## src/hw/rtl/mmms_pkg.sv

```systemverilog
// min/max/middle stack: request and response types, codes and control program
`default_nettype none

package mmms_pkg;

  localparam int unsigned COUNT_W = 5;
  localparam int unsigned STEP_W  = 3;

  localparam logic [1:0] CMD_PUSH = 2'd0;
  localparam logic [1:0] CMD_POP  = 2'd1;

  localparam logic [1:0] STATUS_OK        = 2'd0;
  localparam logic [1:0] STATUS_OVERFLOW  = 2'd1;
  localparam logic [1:0] STATUS_UNDERFLOW = 2'd2;

  localparam logic [STEP_W-1:0] STEP_IDLE   = 3'd0;
  localparam logic [STEP_W-1:0] STEP_APPLY  = 3'd1;
  localparam logic [STEP_W-1:0] STEP_POPCAP = 3'd2;
  localparam logic [STEP_W-1:0] STEP_TOP    = 3'd3;
  localparam logic [STEP_W-1:0] STEP_MID    = 3'd4;
  localparam logic [STEP_W-1:0] STEP_SCAN   = 3'd5;
  localparam logic [STEP_W-1:0] STEP_DONE   = 3'd6;

  typedef struct packed {
    logic [1:0]         command;
    logic signed [31:0] push_value;
  } req_t;

  typedef struct packed {
    logic [1:0]           status;
    logic signed [31:0]   popped_value;
    logic signed [31:0]   top_value;
    logic signed [31:0]   lowest_value;
    logic signed [31:0]   highest_value;
    logic signed [31:0]   middle_value;
    logic [COUNT_W-1:0]   entry_count;
    logic                 is_empty;
  } rsp_t;

  typedef enum logic [1:0] {
    RD_TOP,
    RD_MID,
    RD_IDX
  } rd_sel_e;

  typedef enum logic [2:0] {
    COND_NEVER,
    COND_REQ,
    COND_EMPTY,
    COND_SCAN_LAST,
    COND_OUT_FREE
  } cond_e;

  typedef struct packed {
    rd_sel_e           rd_sel;
    logic              ready;
    logic              capture;
    logic              apply;
    logic              ld_popped;
    logic              ld_top;
    logic              ld_mid;
    logic              scan;
    logic              emit;
    cond_e             cond;
    logic              hold;
    logic [STEP_W-1:0] target;
  } ctrl_t;

  // control store: next step is target when cond holds, else this step if hold, else the next
  function automatic ctrl_t ctrl_rom(input logic [STEP_W-1:0] step);
    ctrl_t c;
    c = '{rd_sel: RD_TOP, ready: 1'b0, capture: 1'b0, apply: 1'b0, ld_popped: 1'b0,
          ld_top: 1'b0, ld_mid: 1'b0, scan: 1'b0, emit: 1'b0, cond: COND_NEVER,
          hold: 1'b0, target: STEP_IDLE};
    case (step)
      STEP_IDLE: begin
        c.ready   = 1'b1;
        c.capture = 1'b1;
        c.cond    = COND_REQ;
        c.hold    = 1'b1;
        c.target  = STEP_APPLY;
      end
      STEP_APPLY: begin
        c.apply  = 1'b1;
        c.rd_sel = RD_TOP;
      end
      STEP_POPCAP: begin
        c.ld_popped = 1'b1;
        c.rd_sel    = RD_TOP;
        c.cond      = COND_EMPTY;
        c.target    = STEP_DONE;
      end
      STEP_TOP: begin
        c.ld_top = 1'b1;
        c.rd_sel = RD_MID;
      end
      STEP_MID: begin
        c.ld_mid = 1'b1;
        c.rd_sel = RD_IDX;
      end
      STEP_SCAN: begin
        c.scan   = 1'b1;
        c.rd_sel = RD_IDX;
        c.cond   = COND_SCAN_LAST;
        c.hold   = 1'b1;
        c.target = STEP_DONE;
      end
      STEP_DONE: begin
        c.emit   = 1'b1;
        c.cond   = COND_OUT_FREE;
        c.hold   = 1'b1;
        c.target = STEP_IDLE;
      end
      default: begin
        c.cond   = COND_NEVER;
        c.hold   = 1'b0;
        c.target = STEP_IDLE;
      end
    endcase
    return c;
  endfunction

endpackage

`default_nettype wire

```

## src/hw/rtl/min_max_middle_stack_top.sv

```systemverilog
// min/max/middle stack: microcoded top level with stack memory and scan datapath
//
// Bounded LIFO of signed 32-bit words. Each request pushes, pops or only queries, and
// gets one response with status, popped word, top, lowest, highest, the word at
// index count/2 from the bottom, the count and an empty flag. A request passes the
// apply, popped, top, middle and scan steps (only apply and popped when left empty):
// the lowest/highest scan reads the stack memory one entry a cycle, and top, middle
// and popped words each take one memory read. A new request is accepted while the
// previous response waits in the output register.
`default_nettype none

module min_max_middle_stack_top #(
  parameter int unsigned DEPTH = 16
) (
  input  wire logic          clk_i,
  input  wire logic          rst_ni,
  input  wire logic          in_valid_i,
  output logic               in_ready_o,
  input  wire mmms_pkg::req_t in_req_i,
  output logic               out_valid_o,
  input  wire logic          out_ready_i,
  output mmms_pkg::rsp_t     out_rsp_o
);

  localparam int unsigned AW = (DEPTH > 1) ? $clog2(DEPTH) : 1;
  localparam int unsigned CW = $clog2(DEPTH + 1);

  logic [mmms_pkg::STEP_W-1:0] step_q, step_d;
  mmms_pkg::ctrl_t             ctrl;

  logic [CW-1:0]      cnt_q, cnt_d;
  logic [CW-1:0]      idx_q, idx_d;
  logic [CW-1:0]      cnt_m1, cnt_half;
  logic [1:0]         cmd_q;
  logic signed [31:0] val_q;
  logic [1:0]         status_q;
  logic signed [31:0] popped_q, top_q, low_q, high_q, mid_q;
  logic signed [31:0] rd_q;
  logic [AW-1:0]      rd_addr;
  logic               wr_en;
  logic               in_acc, out_free, cond_hit, empty, full;
  logic               out_valid_q, out_valid_d;
  mmms_pkg::rsp_t     out_q;

  logic signed [31:0] mem_q [DEPTH];

  assign ctrl     = mmms_pkg::ctrl_rom(step_q);
  assign in_acc   = in_valid_i & ctrl.ready;
  assign out_free = ~out_valid_q | out_ready_i;
  assign empty    = (cnt_q == '0);
  assign full     = (cnt_q == CW'(DEPTH));
  assign cnt_m1   = cnt_q - CW'(1);
  assign cnt_half = cnt_q >> 1;

  // sequencer
  always_comb begin
    case (ctrl.cond)
      mmms_pkg::COND_REQ:       cond_hit = in_acc;
      mmms_pkg::COND_EMPTY:     cond_hit = empty;
      mmms_pkg::COND_SCAN_LAST: cond_hit = (idx_q == cnt_q);
      mmms_pkg::COND_OUT_FREE:  cond_hit = out_free;
      default:                  cond_hit = 1'b0;
    endcase
    if (cond_hit) begin
      step_d = ctrl.target;
    end else if (ctrl.hold) begin
      step_d = step_q;
    end else begin
      step_d = step_q + mmms_pkg::STEP_W'(1);
    end
  end

  // memory read address
  always_comb begin
    case (ctrl.rd_sel)
      mmms_pkg::RD_TOP: rd_addr = cnt_m1[AW-1:0];
      mmms_pkg::RD_MID: rd_addr = cnt_half[AW-1:0];
      mmms_pkg::RD_IDX: rd_addr = idx_q[AW-1:0];
      default:          rd_addr = idx_q[AW-1:0];
    endcase
  end

  assign wr_en = ctrl.apply & (cmd_q == mmms_pkg::CMD_PUSH) & ~full;

  always_ff @(posedge clk_i) begin
    if (wr_en) begin
      mem_q[cnt_q[AW-1:0]] <= val_q;
    end
    rd_q <= mem_q[rd_addr];
  end

  // count and scan index
  always_comb begin
    cnt_d = cnt_q;
    if (ctrl.apply) begin
      if (wr_en) begin
        cnt_d = cnt_q + CW'(1);
      end else if ((cmd_q == mmms_pkg::CMD_POP) && !empty) begin
        cnt_d = cnt_m1;
      end
    end
    idx_d = idx_q;
    if (ctrl.ld_top) begin
      idx_d = '0;
    end else if (ctrl.rd_sel == mmms_pkg::RD_IDX) begin
      idx_d = idx_q + CW'(1);
    end
  end

  assign out_valid_d = (out_valid_q & ~out_ready_i) | (ctrl.emit & out_free);

  always_ff @(posedge clk_i or negedge rst_ni) begin
    if (!rst_ni) begin
      step_q      <= mmms_pkg::STEP_IDLE;
      cnt_q       <= '0;
      idx_q       <= '0;
      out_valid_q <= 1'b0;
    end else begin
      step_q      <= step_d;
      cnt_q       <= cnt_d;
      idx_q       <= idx_d;
      out_valid_q <= out_valid_d;
    end
  end

  // datapath registers
  always_ff @(posedge clk_i) begin
    if (ctrl.capture && in_acc) begin
      cmd_q <= in_req_i.command;
      val_q <= in_req_i.push_value;
    end
    if (ctrl.apply) begin
      case (cmd_q)
        mmms_pkg::CMD_PUSH: status_q <= full ? mmms_pkg::STATUS_OVERFLOW : mmms_pkg::STATUS_OK;
        mmms_pkg::CMD_POP:  status_q <= empty ? mmms_pkg::STATUS_UNDERFLOW : mmms_pkg::STATUS_OK;
        default:            status_q <= mmms_pkg::STATUS_OK;
      endcase
    end
    if (ctrl.ld_popped) begin
      popped_q <= ((cmd_q == mmms_pkg::CMD_POP) && (status_q == mmms_pkg::STATUS_OK))
                  ? rd_q : '0;
    end
    if (ctrl.ld_top) begin
      top_q  <= rd_q;
      low_q  <= rd_q;
      high_q <= rd_q;
    end
    if (ctrl.ld_mid) begin
      mid_q <= rd_q;
    end
    if (ctrl.scan) begin
      if (rd_q < low_q) begin
        low_q <= rd_q;
      end
      if (high_q < rd_q) begin
        high_q <= rd_q;
      end
    end
    if (ctrl.emit && out_free) begin
      out_q.status        <= status_q;
      out_q.popped_value  <= popped_q;
      out_q.top_value     <= empty ? '0 : top_q;
      out_q.lowest_value  <= empty ? '0 : low_q;
      out_q.highest_value <= empty ? '0 : high_q;
      out_q.middle_value  <= empty ? '0 : mid_q;
      out_q.entry_count   <= (mmms_pkg::COUNT_W)'(cnt_q);
      out_q.is_empty      <= empty;
    end
  end

  assign in_ready_o  = ctrl.ready;
  assign out_valid_o = out_valid_q;
  assign out_rsp_o   = out_q;

endmodule

`default_nettype wire

```

## config.mk

```make
export PLATFORM = sky130hd
export DESIGN_NAME = min_max_middle_stack_top
export DESIGN_NICKNAME = d
export VERILOG_FILES = /design/src/hw/rtl/mmms_pkg.sv /design/src/hw/rtl/min_max_middle_stack_top.sv
export SDC_FILE = /design/constraint.sdc
export NUM_CORES = 1
export LEC_CHECK = 0
export CORE_MARGIN = 5
export CORE_UTILIZATION = 45
export DETAILED_ROUTE_END_ITERATION = 10
export DONT_BUFFER_PORTS = 1
export GPL_TIMING_DRIVEN = 0
export SYNTH_ARGS = -nofsm -noshare
export SYNTH_HDL_FRONTEND = slang
export SYNTH_SLANG_ARGS = --single-unit
```

## constraint.sdc

```tcl
create_clock -name clk_i -period 4.6 [get_ports clk_i]
set_input_delay 0.92 -clock clk_i [delete_from_list [all_inputs] [get_ports clk_i]]
set_output_delay 0.92 -clock clk_i [all_outputs]
set_load 0.02 [all_outputs]
```

# --- Word level (Yosys, flattened, before mapping) ---
# Memories as Yosys holds them, arrays and structs flattened. A register that Yosys moved wholly into a read port is not among the register bits.
# Cells that the tools add are included.
# Widths: inputs -> output; s select.
word_totals:
  n_memories: 1
  ramBits: 512
  regBits: 378
  in_bits: 38
  latchBits: 0
  output_inout_bits: 170
  romBits: 0
memory_table:
  columns: ["name", "words", "word_bits", "read_ports", "rd_ports_with_merged_regs", "wr", "line", "rtl"]
  rows:
  - ["mem_q", 16, 32, 1, 1, 1, "min_max_middle_stack_top.sv:45", "logic signed [31:0] mem_q [DEPTH];"]
op_classes:
  mul: 0
  add_sub_neg: 4
  magnitude_cmp: 2
  n_bitwise: 10
  n_reduce_logical: 16
  n_div: 0
  n_eq_ne: 16
  shifts: 0
  muxes: 30
ops:
  columns: ["op", "n"]
  rows:
  - ["$mux 32", 6]
  - ["$lt 32x32->1", 2]
  - ["$mux 5", 4]
  - ["$eq 3x2->1 const B", 4]
  - ["$eq 3x3->1 const B", 4]
  - ["$pmux 3 s4", 1]
  - ["$add 5x1->5 const B", 2]
  - ["$mux 1", 10]
  - ["$pmux 2 s2", 2]
  - ["$pmux 4 s2", 1]
  - ["$eq 3x1->1 const B", 2]
  - ["$logic_not 2->1", 3]
  - ["$mux 3", 2]
  - ["$pmux 3 s2", 1]
  - ["$and 1x1->1", 5]
  - ["$eq 5x5->1", 1]
  - ["$eq 5x5->1 const B", 1]
  - ["$logic_not 5->1", 1]
  - ["$sub 5x1->5 const B", 1]
  - ["$eq 2x1->1 const B", 2]
  - ["$logic_and 1x1->1", 4]
  - ["$mux 2", 2]
  - ["$pmux 1 s4", 1]
  - ["$reduce_bool 2->1", 2]
  - ["10 further kinds", 14]

# --- Logic depth before layout (Yosys ltp) ---
logic_depth:
  ltp_word: 6
  mapped_depth: 13

# --- Least setup slack after synthesis ---
# Ideal clock, no wire load.
synth_timing:
  kind: "register to register"
  start: "register cnt_q[0]"
  end: "memory mem_q[0][0], enable pin"
  setup_ns: 0.501
  arrival_ns: 4.418
  stages_incl_launch_ff: 7
  synth_period_minus_slack_ns: 4.919
  path_buffers: 1
  path_slack_ns: -0.319
  path_cell_list: "dfrtp_1 inv_1 ha_1 nand2_1 or2_2 clkbuf_1 nor4_1"
synth_between:
  elab_chain_cells: 5
synth_lines:
  columns: ["item", "line", "rtl"]
  rows:
  - ["from (decl)", "min_max_middle_stack_top.sv:31", "logic [CW-1:0] cnt_q, cnt_d;"]
  - ["from (signal assigned)", "min_max_middle_stack_top.sv:120", "cnt_q <= cnt_d;"]
  - ["$eq 5x5->1", "min_max_middle_stack_top.sv:51", "assign full = (cnt_q == CW'(DEPTH));"]
  - ["$not 1->1", "min_max_middle_stack_top.sv:83", "assign wr_en = ctrl.apply & (cmd_q == mmms_pkg::CMD_PUSH) & ~full;"]
  - ["$and 1x1->1", "min_max_middle_stack_top.sv:83", null]
  - ["$mux 1", "min_max_middle_stack_top.sv:86", "if (wr_en) begin"]
  - ["$mux 1 (implied by the code)", "min_max_middle_stack_top.sv:87", "mem_q[cnt_q[AW-1:0]] <= val_q;"]
  - ["to (decl)", "min_max_middle_stack_top.sv:45", null]
# Parallel ways exist; a longest one is shown, timed or not.

# --- Worst setup path after layout ---
layout_timing:
  start: "register step_q[2] in the netlist's numbering"
  end: "register rd_q[28] (read register of mem_q)"
layout_between:
  elab_chain_cells: 5
layout_lines:
  columns: ["item", "line", "rtl"]
  rows:
  - ["from (decl)", "min_max_middle_stack_top.sv:28", "logic [mmms_pkg::STEP_W-1:0] step_q, step_d;"]
  - ["from (signal assigned)", "min_max_middle_stack_top.sv:114", "step_q <= mmms_pkg::STEP_IDLE;"]
  - ["from (signal assigned)", "min_max_middle_stack_top.sv:119", "step_q <= step_d;"]
  - ["$eq 3x3->1", "mmms_pkg.sv:75", "case (step)"]
  - ["$reduce_or 2->1 (no line)", null, null]
  - ["$pmux 2 s2 (*)", "mmms_pkg.sv:75", null]
  - ["$eq 2x1->1 / $logic_not 2->1 (equally long branches)", "min_max_middle_stack_top.sv:75", "case (ctrl.rd_sel)"]
  - ["$pmux 4 s2 (*)", "min_max_middle_stack_top.sv:75", null]
  - ["to (decl)", "min_max_middle_stack_top.sv:38", "logic signed [31:0] rd_q;"]
# Mark *: on every way between the ends. The rest lies on a longest branch, timed or not.
# A chain may end at the register's enable or synchronous reset.

==> impl_metrics.env <==
export IMPL_fillers=6617
export IMPL_syn_num_nets=2347
export IMPL_ant_nets=0
export IMPL_rsz0062_at_grt="false"
export IMPL_grt_use_total=0.201
export IMPL_n_antenna_cell=0
export IMPL_grt_max_degree=49
export IMPL_critPathTopFamily="buffers and inverters"
export IMPL_setup_viol=0
export IMPL_syn_area_per_cell_sq_um=16.6
export IMPL_worstSetupStartpoint="step_q[2]"
export IMPL_yosys_warnings=0
export IMPL_seq_area_frac_synth=0.720
export IMPL_globalplace_congestion=0.874
export IMPL_wl_microns=90200
export IMPL_drv_slew=0
export IMPL_final_util=0.517
export IMPL_status="finished clean"
export IMPL_drt_vias_per_instance=5.63
export IMPL_grt_pass1_vias=20600
export IMPL_path_cells="clkbuf_1 > inv_1 > ha_2 > buf_12 > buf_2 > nand2_1 > o211ai_1 > o21ai_0 > buf_2 > buf_1 > mux4_2 > mux2i_1 > mux2i_1"
export IMPL_drt_iter0_markers=1550
export IMPL_yosys_area_share_simple=0.0648
export IMPL_cts_sinks=922
export IMPL_hold_class="input port to flop"
export IMPL_numCtsBuffers=96
export IMPL_synth_edff_count=812
export IMPL_synth_adder_area_share=0.0247
export IMPL_synthXorXnorAreaFrac=0.00378
export IMPL_multi_input_area_sq_mm=0.00942
export IMPL_die_area_sq_mm=0.0881
export IMPL_synth_top_area_cell="edfxtp_1"
export IMPL_netlist_cell_type_count=56
export IMPL_synthMuxAreaShare=0.114
export IMPL_cts_root_buf="clkbuf_16"
export IMPL_antenna_found_initial=3
export IMPL_synth_area_leaders="edfxtp_1, mux4_2, dfxtp_1"
export IMPL_p_total_mw=32.5
export IMPL_path_class="flop to flop"
export IMPL_area_growth_pct=14.3
export IMPL_drive_gt1_frac=0.182
export IMPL_wire_per_inst_microns=25.6
export IMPL_power_leakage_nw=14.6
export IMPL_clock_fmax_ghz=0.231
export IMPL_tightest_slew_ns=1.04
export IMPL_htree_levels=3
export IMPL_synth_main_ff_cell="edfxtp_1"
export IMPL_clk_pin_slew_worst_paths_ns=0.06
export IMPL_synth_compound_area_frac=0.0447
export IMPL_cts_tree="done"
export IMPL_overflow=0
export IMPL_synth_top_family_by_area="multiplexers"
export IMPL_fp_dieH_microns=297
export IMPL_max_slew_margin=0.305
export IMPL_r2r_start="step_q[2]"
export IMPL_slowest_stage="buf_1"
export IMPL_cp_max_fo=29
export IMPL_io_pins=208
export IMPL_timing_hold_ws_ns=0.359
export IMPL_start_kind="flop"
export IMPL_nets=2488
export IMPL_yosys_area_top_type_share=0.659
export IMPL_synth_commonest_cells="edfxtp_1, inv_1, mux4_2"
export IMPL_async_flop_share=0.0152
export IMPL_start_util=0.452
export IMPL_die_x_microns=297
export IMPL_min_from="in_req_i[17]"
export IMPL_drv_cap=0
export IMPL_yosysMostFrequentCell="edfxtp_1"
export IMPL_final_hold_viol_count=0
export IMPL_clockBufferDepth=3
export IMPL_io_buffers=0
export IMPL_grt_pass1_wl_microns=133000
export IMPL_vias=19900
export IMPL_num_rows=105
export IMPL_setup_tns_final_ns=0
export IMPL_drc=0
export IMPL_vdd_ir_drop_worst_uv=512
export IMPL_core_area_sq_mm=0.0818
export IMPL_syn_instance_count=2236
export IMPL_slowest_delay_ns=0.69
export IMPL_ys_ff_latch=922
export IMPL_seq_area_sq_mm=0.0267
export IMPL_crit_required_ns=5.07
export IMPL_min_period_ns=4.33
export IMPL_rrSetupSlack_ns=0.27
export IMPL_cp_end_kind="flop"
export IMPL_period_share=0.942
export IMPL_netlist_area_sq_mm=0.0370
export IMPL_hpwl_microns=63100
export IMPL_fin_skew_ns=0.0309
export IMPL_arrival_ns=4.81
export IMPL_cellPowerDensity_mw_per_mm2=769
export IMPL_worstSkewPairLatency_ns=0.67
export IMPL_critPathBufInv=6
export IMPL_drt_pass1_iter_count=8
## stage by stage
stage               cell area (sq um)  setup slack [ns]  std cells
floorplan                       37000             0.152       2236
global placement                38400             -3.00       3306
detailed placement              39100            -0.612       3348
CTS                             42300          0.000949       3530
global route                    42300            0.0317       3530
finish                          42300             0.267       3530
## power by group
| group | leakage (nW) | internal [mW] | switching, mW | total [mW] |
|---|---|---|---|---|
| clock network | 1.55 | 4.57 | 3.20 | 7.77 |
| registers | 8.35 | 10.9 | 1.42 | 12.3 |
| logic | 4.66 | 5.13 | 7.37 | 12.5 |
## final timing paths
path | depth (start not counted) | to
max | 13 | rd_q[28]
max reg2reg | 13 | rd_q[28]
min | 0 | val_q[17]
min in group asynchronous | 1 | idx_q[3]
max in group asynchronous | 1 | cnt_q[2]
min reg2reg | 0 | out_rsp_o[159]
## cells by family after synthesis
family / count (synthesis)
buffers and inverters: 259
AND/OR/NAND/NOR: 475
XOR/XNOR: 16
flip-flops: 922
AO/OA/AOI/OAI: 232
adder cells (fa/ha/maj): 73
multiplexers: 259
## worst register-to-register path, cell delays in order (launching register included)
cell and delay, ns:
dfrtp_1 0.35, clkbuf_1 0.41, inv_1 0.25, ha_2 0.31
buf_12 0.18, buf_2 0.26, nand2_1 0.10, o211ai_1 0.08
o21ai_0 0.18, buf_2 0.39, buf_1 0.69, mux4_2 0.36
mux2i_1 0.08, mux2i_1 0.51
## cell type report
class	instances	share of cell area
multi-input combinational	1055	0.223
buffer	122	0.0130
tap	1070	0.0316
inverter	137	0.0122
clock inverter	56	0.0140
timing repair buffer	43	0.0152
sequential	922	0.630
clock buffer	125	0.0615
## cells in the final DEF, fill, tap and decap left out, types with 7 or more instances in the layout
| master | n |
|---|---|
| nor3_1 | 40 |
| dfxtp_1 | 96 |
| buf_12 | 16 |
| nand3_1 | 9 |
| clkinv_2 | 17 |
| o21ai_0 | 83 |
| a31o_1 | 27 |
| clkinvlp_4 | 8 |
| or3_1 | 34 |
| a2111oi_2 | 31 |
| nor2_1 | 115 |
| buf_2 | 19 |
| clkbuf_16 | 97 |
| clkbuf_2 | 12 |
| ha_1 | 72 |
| nand2_1 | 99 |
| and2_1 | 67 |
| and3_1 | 31 |
| clkinv_1 | 14 |
| mux4_2 | 128 |
| nand4_1 | 14 |
| mux2i_1 | 99 |
| inv_1 | 136 |
| xor2_1 | 10 |
| clkbuf_1 | 98 |
| edfxtp_1 | 812 |
| bufinv_16 | 10 |
| nor4_1 | 32 |
| dfrtp_1 | 14 |
| buf_6 | 25 |
| mux2_2 | 32 |
| a21oi_1 | 64 |
| clkbuf_8 | 7 |
## repair_timing
action                                  CTS  global route
hold buffers                              1             0
endpoints found under the setup margin   30            23
setup buffers                             0             0
resized for setup                        11            14
pin swaps                                 0             0
hold endpoints to repair                 14             0
## state kept, by name (all words and copies together), names as in the netlist
name and flops:
mid_q 32, status_q 2, cmd_q 2, val_q 32, idx_q 5, mem_q 512
high_q 32, popped_q 32, out_rsp_o 168, step_q 3, low_q 32, cnt_q 5
top_q 32, rd_q 32, out_valid_o 1
## per-layer routing
metal,vias to the layer above,global-route usage,routed length [microns]
met5,-,0,20
met2,676,0.346,45400
met1,10200,0.267,38100
met4,2,0.0584,2200
met3,135,0.0309,4500
li1,8890,-,-
Power figures use the tool's default switching activity.
